## src/rtl/pl2sw_pkg.sv

```systemverilog
`timescale 1ns / 1ps
`default_nettype none

package pl2sw_pkg;

    localparam int US_W        = 32;
    localparam int RATE_W      = 27;
    localparam int PROD_W      = US_W + RATE_W;
    localparam int TICK_W      = 40;
    localparam int DUR_W       = 15;
    localparam int WORD_W      = 32;
    localparam int MUL_W       = 32;
    localparam int PRE_SHIFT   = 6;
    localparam int X_W         = PROD_W - PRE_SHIFT;
    localparam int RECIP_W     = 54;
    localparam int RECIP_SHIFT = 67;
    localparam int ACC_W       = X_W + RECIP_W;

    localparam logic [DUR_W-1:0]   CHUNK_MAX  = 15'h7FFF;
    localparam logic [19:0]        US_PER_SEC = 20'd1000000;
    localparam logic [RATE_W-1:0]  RATE_RESET = 27'd1000000;
    // Rounded-up 2^67 / 15625; exact floor division for every 53-bit dividend.
    localparam logic [RECIP_W-1:0] RECIP      = 54'd9444732965739291;

    typedef logic [TICK_W-1:0] tick_t;
    typedef logic [DUR_W-1:0]  dur_t;

endpackage

`default_nettype wire

```

## src/rtl/pulse_list_to_symbol_words.sv

```systemverilog
`timescale 1ns / 1ps
`default_nettype none

// Pulse list to symbol word encoder. Each request carries a pulse length in
// microseconds; it is scaled to ticks of tick_rate_hz (floor of us*rate/1e6,
// at least one tick), cut into segments of at most 32767 ticks, and the
// segments are packed two to a 32-bit word (duration0 [14:0], level0 [15],
// duration1 [30:16], level1 [31]). The last request of a list flushes an odd
// segment with a zero partner and then emits a zero end-marker word. One
// shared 32x32 multiplier does all the arithmetic: it forms us*rate on the
// accepting cycle, then the division by 1e6 sums four reciprocal partial
// products. After that the block cuts the segments off one at a time, closes
// the segment loop, and on the last request adds a flush word for a pending
// odd segment and the marker word; every word also waits for the output
// register to free up. in_ready is high only while the sequencer is idle,
// and the next request can be taken while the previous word still waits on
// the output. Segments beyond MAX_SEGMENTS per list are dropped.
module pulse_list_to_symbol_words #(
    parameter int MAX_SEGMENTS = 94
) (
    input  wire                                   clk,
    input  wire                                   rst_n,
    input  wire                                   cfg_valid,
    output logic                                  cfg_ready,
    input  wire  [pl2sw_pkg::RATE_W-1:0]          tick_rate_hz,
    input  wire                                   in_valid,
    output logic                                  in_ready,
    input  wire  [pl2sw_pkg::US_W-1:0]            duration_us,
    input  wire                                   first_level,
    input  wire                                   last_item,
    output logic                                  out_valid,
    input  wire                                   out_ready,
    output logic [pl2sw_pkg::WORD_W-1:0]          symbol_word,
    output logic                                  end_marker,
    output logic                                  last_of_item
);
    import pl2sw_pkg::*;

    localparam int CNT_W = $clog2(MAX_SEGMENTS + 1);

    localparam logic [2:0] S_IDLE  = 3'd0;
    localparam logic [2:0] S_MUL   = 3'd1;
    localparam logic [2:0] S_SEG   = 3'd2;
    localparam logic [2:0] S_FLUSH = 3'd3;
    localparam logic [2:0] S_MARK  = 3'd4;

    localparam logic [1:0] MUL_LAST = 2'd3;

    logic [2:0]            state_reg, state_next;
    logic [RATE_W-1:0]     rate_reg;
    logic [PROD_W-1:0]     prod_reg, prod_next;
    logic [ACC_W-1:0]      acc_reg, acc_next;
    logic [1:0]            mul_step_reg, mul_step_next;
    tick_t                 ticks_reg, ticks_next;
    logic [CNT_W-1:0]      cnt_reg, cnt_next;
    logic                  level_reg, level_next;
    logic                  list_start_reg, list_start_next;
    logic                  last_reg, last_next;
    dur_t                  pend_dur_reg, pend_dur_next;
    logic                  pend_lvl_reg, pend_lvl_next;
    logic                  pend_valid_reg, pend_valid_next;
    logic                  out_valid_reg, out_valid_next;
    logic [WORD_W-1:0]     word_reg, word_next;
    logic                  marker_reg, marker_next;
    logic                  last_out_reg, last_out_next;

    logic                  in_fire;
    logic                  slot_free;
    logic [MUL_W-1:0]      mul_a;
    logic [MUL_W-1:0]      mul_b;
    logic [2*MUL_W-1:0]    mul_p;
    logic [ACC_W-1:0]      pp_term;
    logic [ACC_W-1:0]      acc_sum;
    tick_t                 quotient;
    dur_t                  chunk;
    tick_t                 ticks_after;
    logic [CNT_W+1:0]      cnt_plus3;
    logic                  more_words;
    logic                  seg_done;

    assign cfg_ready    = 1'b1;
    assign in_ready     = (state_reg == S_IDLE);
    assign in_fire      = in_valid && in_ready;
    assign out_valid    = out_valid_reg;
    assign symbol_word  = word_reg;
    assign end_marker   = marker_reg;
    assign last_of_item = last_out_reg;
    assign slot_free    = !out_valid_reg || out_ready;

    // The quotient by 1e6 is (P >> 6) times the reciprocal of 15625, shifted
    // down by 67. The four partial products of the 32-bit halves are summed
    // one per cycle.
    always_comb
    begin
        if (state_reg == S_IDLE)
        begin
            mul_a = duration_us;
            mul_b = MUL_W'(rate_reg);
        end
        else
        begin
            mul_a = mul_step_reg[1] ? MUL_W'(prod_reg[PROD_W-1:PRE_SHIFT+MUL_W])
                                    : prod_reg[PRE_SHIFT+MUL_W-1:PRE_SHIFT];
            mul_b = mul_step_reg[0] ? MUL_W'(RECIP[RECIP_W-1:MUL_W]) : RECIP[MUL_W-1:0];
        end
    end

    assign mul_p = (2*MUL_W)'(mul_a) * (2*MUL_W)'(mul_b);

    always_comb
    begin
        unique case (mul_step_reg)
            2'd0:       pp_term = ACC_W'(mul_p);
            2'd1, 2'd2: pp_term = ACC_W'(mul_p) << MUL_W;
            2'd3:       pp_term = ACC_W'(mul_p) << (2 * MUL_W);
        endcase
    end

    assign acc_sum  = acc_reg + pp_term;
    assign quotient = acc_sum[ACC_W-1:RECIP_SHIFT];

    assign chunk       = (ticks_reg > TICK_W'(CHUNK_MAX)) ? CHUNK_MAX : ticks_reg[DUR_W-1:0];
    assign ticks_after = ticks_reg - TICK_W'(chunk);
    assign cnt_plus3   = (CNT_W+2)'(cnt_reg) + (CNT_W+2)'(3);
    // Another pair word needs two more segments within the cap.
    assign more_words  = last_reg ||
                         ((ticks_after > TICK_W'(CHUNK_MAX)) &&
                          (cnt_plus3 <= (CNT_W+2)'(MAX_SEGMENTS)));
    assign seg_done    = (ticks_reg == '0) || (cnt_reg >= CNT_W'(MAX_SEGMENTS));

    always_comb
    begin
        state_next      = state_reg;
        prod_next       = prod_reg;
        acc_next        = acc_reg;
        mul_step_next   = mul_step_reg;
        ticks_next      = ticks_reg;
        cnt_next        = cnt_reg;
        level_next      = level_reg;
        list_start_next = list_start_reg;
        last_next       = last_reg;
        pend_dur_next   = pend_dur_reg;
        pend_lvl_next   = pend_lvl_reg;
        pend_valid_next = pend_valid_reg;
        out_valid_next  = out_valid_reg && !out_ready;
        word_next       = word_reg;
        marker_next     = marker_reg;
        last_out_next   = last_out_reg;

        unique case (state_reg)
            S_IDLE:
            begin
                if (in_fire)
                begin
                    prod_next     = mul_p[PROD_W-1:0];
                    acc_next      = '0;
                    mul_step_next = '0;
                    last_next     = last_item;
                    if (list_start_reg)
                    begin
                        level_next      = first_level;
                        list_start_next = 1'b0;
                    end
                    state_next = S_MUL;
                end
            end
            S_MUL:
            begin
                acc_next      = acc_sum;
                mul_step_next = mul_step_reg + 2'd1;
                if (mul_step_reg == MUL_LAST)
                begin
                    ticks_next = (quotient == '0) ? TICK_W'(1) : quotient;
                    state_next = S_SEG;
                end
            end
            S_SEG:
            begin
                if (seg_done)
                begin
                    level_next = !level_reg;
                    ticks_next = '0;
                    if (!last_reg)
                        state_next = S_IDLE;
                    else if (pend_valid_reg)
                        state_next = S_FLUSH;
                    else
                        state_next = S_MARK;
                end
                else if (pend_valid_reg)
                begin
                    if (slot_free)
                    begin
                        out_valid_next  = 1'b1;
                        word_next       = {level_reg, chunk, pend_lvl_reg, pend_dur_reg};
                        marker_next     = 1'b0;
                        last_out_next   = !more_words;
                        pend_valid_next = 1'b0;
                        ticks_next      = ticks_after;
                        cnt_next        = cnt_reg + CNT_W'(1);
                    end
                end
                else
                begin
                    pend_dur_next   = chunk;
                    pend_lvl_next   = level_reg;
                    pend_valid_next = 1'b1;
                    ticks_next      = ticks_after;
                    cnt_next        = cnt_reg + CNT_W'(1);
                end
            end
            S_FLUSH:
            begin
                if (slot_free)
                begin
                    out_valid_next  = 1'b1;
                    word_next       = {1'b0, {DUR_W{1'b0}}, pend_lvl_reg, pend_dur_reg};
                    marker_next     = 1'b0;
                    last_out_next   = 1'b0;
                    pend_valid_next = 1'b0;
                    state_next      = S_MARK;
                end
            end
            S_MARK:
            begin
                if (slot_free)
                begin
                    out_valid_next  = 1'b1;
                    word_next       = '0;
                    marker_next     = 1'b1;
                    last_out_next   = 1'b1;
                    list_start_next = 1'b1;
                    pend_valid_next = 1'b0;
                    pend_dur_next   = '0;
                    pend_lvl_next   = 1'b0;
                    cnt_next        = '0;
                    state_next      = S_IDLE;
                end
            end
            default:
            begin
                state_next = S_IDLE;
            end
        endcase
    end

    always_ff @(posedge clk or negedge rst_n)
    begin
        if (!rst_n)
        begin
            state_reg      <= S_IDLE;
            rate_reg       <= RATE_RESET;
            ticks_reg      <= '0;
            cnt_reg        <= '0;
            level_reg      <= 1'b0;
            list_start_reg <= 1'b1;
            last_reg       <= 1'b0;
            pend_dur_reg   <= '0;
            pend_lvl_reg   <= 1'b0;
            pend_valid_reg <= 1'b0;
            out_valid_reg  <= 1'b0;
            mul_step_reg   <= '0;
        end
        else
        begin
            state_reg      <= state_next;
            if (cfg_valid)
                rate_reg <= tick_rate_hz;
            ticks_reg      <= ticks_next;
            cnt_reg        <= cnt_next;
            level_reg      <= level_next;
            list_start_reg <= list_start_next;
            last_reg       <= last_next;
            pend_dur_reg   <= pend_dur_next;
            pend_lvl_reg   <= pend_lvl_next;
            pend_valid_reg <= pend_valid_next;
            out_valid_reg  <= out_valid_next;
            mul_step_reg   <= mul_step_next;
        end
    end

    always_ff @(posedge clk)
    begin
        prod_reg     <= prod_next;
        acc_reg      <= acc_next;
        word_reg     <= word_next;
        marker_reg   <= marker_next;
        last_out_reg <= last_out_next;
    end

endmodule

`default_nettype wire

```

## config.mk

```make
export PLATFORM = sky130hd
export DESIGN_NAME = pulse_list_to_symbol_words
export DESIGN_NICKNAME = d
export VERILOG_FILES = /design/src/rtl/pl2sw_pkg.sv /design/src/rtl/pulse_list_to_symbol_words.sv
export SDC_FILE = /design/constraint.sdc
export NUM_CORES = 2
export LEC_CHECK = 0
export ABC_CLOCK_PERIOD_IN_PS = 14400
export BUFFER_PORTS_ARGS = -buffer_cell sky130_fd_sc_hd__buf_2
export CORE_MARGIN = 10
export CORE_UTILIZATION = 51
export DETAILED_ROUTE_END_ITERATION = 6
export GPL_ROUTABILITY_DRIVEN = 0
export GPL_TIMING_DRIVEN = 0
export MAX_ROUTING_LAYER = met4
export PLACE_DENSITY = 0.7
export SLEW_MARGIN = 10
export SYNTH_ARGS = -nofsm -noshare
export SYNTH_HDL_FRONTEND = slang
export SYNTH_SLANG_ARGS = --single-unit
export TNS_END_PERCENT = 100
```

## constraint.sdc

```tcl
create_clock -name clk -period 14.4 [get_ports clk]
set_clock_uncertainty 0.05 [all_clocks]
set_input_delay 2.88 -clock clk [delete_from_list [all_inputs] [get_ports clk]]
set_output_delay 2.88 -clock clk [all_outputs]
set_load 0.01 [all_outputs]
```

==> impl_metrics.json <==
{
  "setup_tns_ns": -0.00247,
  "drtIter0Drc": 6172,
  "clk_pin_slew_ns": 0.06,
  "hpwlAfterDp_um": 160000,
  "cap_violations": 0,
  "design.core.area_mm2": 0.0987,
  "hold_viol": 0,
  "start_kind": "input port",
  "slew-limit-headroom_pct": 15.9,
  "grt_max_degree": 63,
  "route.detailed.drc": 2,
  "synth_top_area_share_pct": 30.5,
  "initial_core_util_pct": 51.6,
  "status": "complete, but fails checks",
  "crit_required_ns": 14.88,
  "synthesis.area_mm2": 0.0509,
  "critPathMaxStageDelay_ns": 0.71,
  "r2r_start": "state_reg[0]",
  "violations": "DRC, setup timing",
  "stdcell_area_mm2": 0.0562,
  "cts_buffers": 38,
  "grtUsageTotal_pct": 35.8,
  "pre_cts_ws_ns": -2.85,
  "multi_input_area_mm2": 0.0393,
  "worst_slack_ns": -0.00247,
  "setup_viol": 1,
  "wl_per_cell_um": 26.7,
  "fmax_ghz": 0.0694,
  "yosys_warnings": 0,
  "crit_buf_inv": 6,
  "synthTopCellsByArea": "fa_1 (30%), edfxtp_1 (11%), ha_1 (10%)",
  "synth_seq_cells": 294,
  "busiest_layer": "met2",
  "fin_nets": 7320,
  "ios": 103,
  "synth_seq_area_share_pct": 16.4,
  "worstSkewPairLatency_ns": 0.62,
  "synth_flop_cell": "edfxtp_1",
  "r2r_end": "ticks_reg[0]",
  "synth-edff-count": 194,
  "die_area_mm2": 0.113,
  "synth.largest_area_cell": "fa_1",
  "syn-num-nets": 7142,
  "whs_endpoint": "pend_dur_reg[1]",
  "use_met1_pct": 40.9,
  "crit_top_cell": "fa_1",
  "syn_inst": 5880,
  "hold_path.startpoint": "pend_dur_reg[1]",
  "cts-htree-levels": 2,
  "end_kind": "flip-flop",
  "regArea_mm2": 0.00834,
  "regToRegSetupSlack_ns": 0.03,
  "critPathMaxFanout": 10,
  "post_drt_via_cell_ratio": 6.32,
  "placed_area_mm2": 0.0532,
  "yosysMostFrequentCell": "inv_1",
  "fin_crit_sh_pct": 100,
  "ys_top_cells_by_count": "inv_1 (844), fa_1 (775), nand2_1 (763), nor2_1 (662), ha_1 (421)",
  "synthArstFlopShare_pct": 34.0,
  "final.min_clock_period_ns": 14.40,
  "largest_reg_flops": 107,
  "clockBufferDepth": 3,
  "grt_pass1_vias": 46954,
  "fill_cells": 8841,
  "r2r_cells": 44,
  "grt-ovfl-total": 0,
  "cts_root_buf": "clkbuf_16",
  "grt.met3_usage_pct": 12.8,
  "path_depth": 40,
  "slew_viol_final": 0,
  "ant_nets": 0,
  "cts_tree": "built",
  "die_height_um": 336,
  "hold_ws_ns": 0.431,
  "syn2layout_area_growth_pct": 10.2,
  "port_buffers": 99,
  "grt_pass1_wl_um": 295000,
  "clkSinkCount": 294,
  "cts_hold_buf": 0,
  "rsz0062_at_grt": "yes",
  "arrival_ns": 14.89,
  "dr.pass1.iters": 7,
  "grtUsageMet2_pct": 51.9,
  "crit_slowest_cell": "fa_1",
  "fp.dieW_um": 336,
  "num_vias": 46689,
  "wirelength_um": 197000,
  "synth_cell_types": 82,
  "grt_antenna_before_repair": 9,
  "avgSynthCellArea_um2": 8.66,
  "hold_depth": 2,
  "crit_family": "adder cells",
  "rows": 115,
  "drive_gt1_share_pct": 8.51,
  "hold_class": "reg2reg",
  "worstMarginPinSlew_ns": 1.26,
  "critical_path_class": "in2reg"
}
[metrics by stage]
stage | util, % | cells
after floorplan | - | 5880
after global placement | 53.7 | 7266
after detailed placement | 53.9 | 7275
after CTS | 56.1 | 7353
after global routing | 56.9 | 7383
final | 56.9 | 7388
[cell usage in the layout, fill, tap and decap left out, types with 21 or more instances in the layout]
cell type / count
clkbuf_16: 41
a21oi_1: 240
or3_1: 28
o21ai_0: 202
nand2_1: 758
a21o_1: 100
clkbuf_1: 207
o21a_1: 42
and3_1: 163
o31ai_1: 30
inv_1: 843
mux2_2: 29
a31oi_1: 30
xor2_1: 51
o21bai_1: 32
and2_1: 78
dfrtp_1: 92
nand4_1: 75
edfxtp_1: 194
buf_4: 61
mux2i_1: 28
buf_2: 98
clkbuf_2: 34
nor3_1: 49
xnor2_1: 71
nand3_1: 65
or2_2: 21
nor2_1: 654
a22o_1: 66
o211ai_1: 23
ha_1: 408
fa_1: 774
nand2b_1: 29
[how the worst max path moves through the flow]
| stage | start | to | slack, ns |
|---|---|---|---|
| after floorplan | duration_us[15] | ticks_reg[0] | 1.06 |
| after global placement | duration_us[4] | ticks_reg[0] | -3.03 |
| after detailed placement | duration_us[12] | ticks_reg[0] | -2.85 |
| after CTS | duration_us[28] | ticks_reg[0] | 0.0008 |
| after global routing | state_reg[0] | ticks_reg[0] | -0.17 |
| final | duration_us[9] | ticks_reg[0] | -0.002 |
[timing repair]
item / 4_1_cts / 5_1_grt
buffers inserted: 12 / 39
pin swaps: 7 / 18
resized for setup: 193 / 205
setup endpoints to repair: 91 / 71
[per-layer routing]
layer | routed length, um | vias to the layer above
li1 | - | 19673
met3 | 26900 | 1082
met1 | 67900 | 22452
met2 | 83100 | 3482
met5 | 0 | -
met4 | 19200 | 0
[layout make-up]
type	instances	share of cell area (%)
Timing Repair Buffer	160	1.90
Clock inverter	23	0.499
Buffer	281	2.37
Inverter	844	5.64
Sequential cell	294	14.8
Antenna cell	13	0.0579
Multi-Input combinational cell	4439	70.0
Tap cell	1287	2.87
Clock buffer	47	1.86
[worst reg2reg max path: cells and delay by family, from the launching register on]
kind,cells,cell delay [ns]
AO/OA/AOI/OAI,14,4.04
XOR/XNOR,1,0.28
adder cells (fa/ha/maj),10,4.95
buffers and inverters,9,2.13
flip-flops,1,0.32
AND/OR/NAND/NOR,10,2.51
[logic make-up after synthesis]
family | share of synthesized area, %
and+or+nand+nor | 17.8
adders and majority gates | 40.8
buffers and inverters | 8.47
AOI/OAI and AO/OA | 12.8
DFF | 16.4
xor gates and xnor gates | 2.55
muxes | 1.19
other | 0.00736
Power is left out: the tool's default activity adds up to more than one toggle a clock period on the data nets, which glitch-free logic cannot reach.
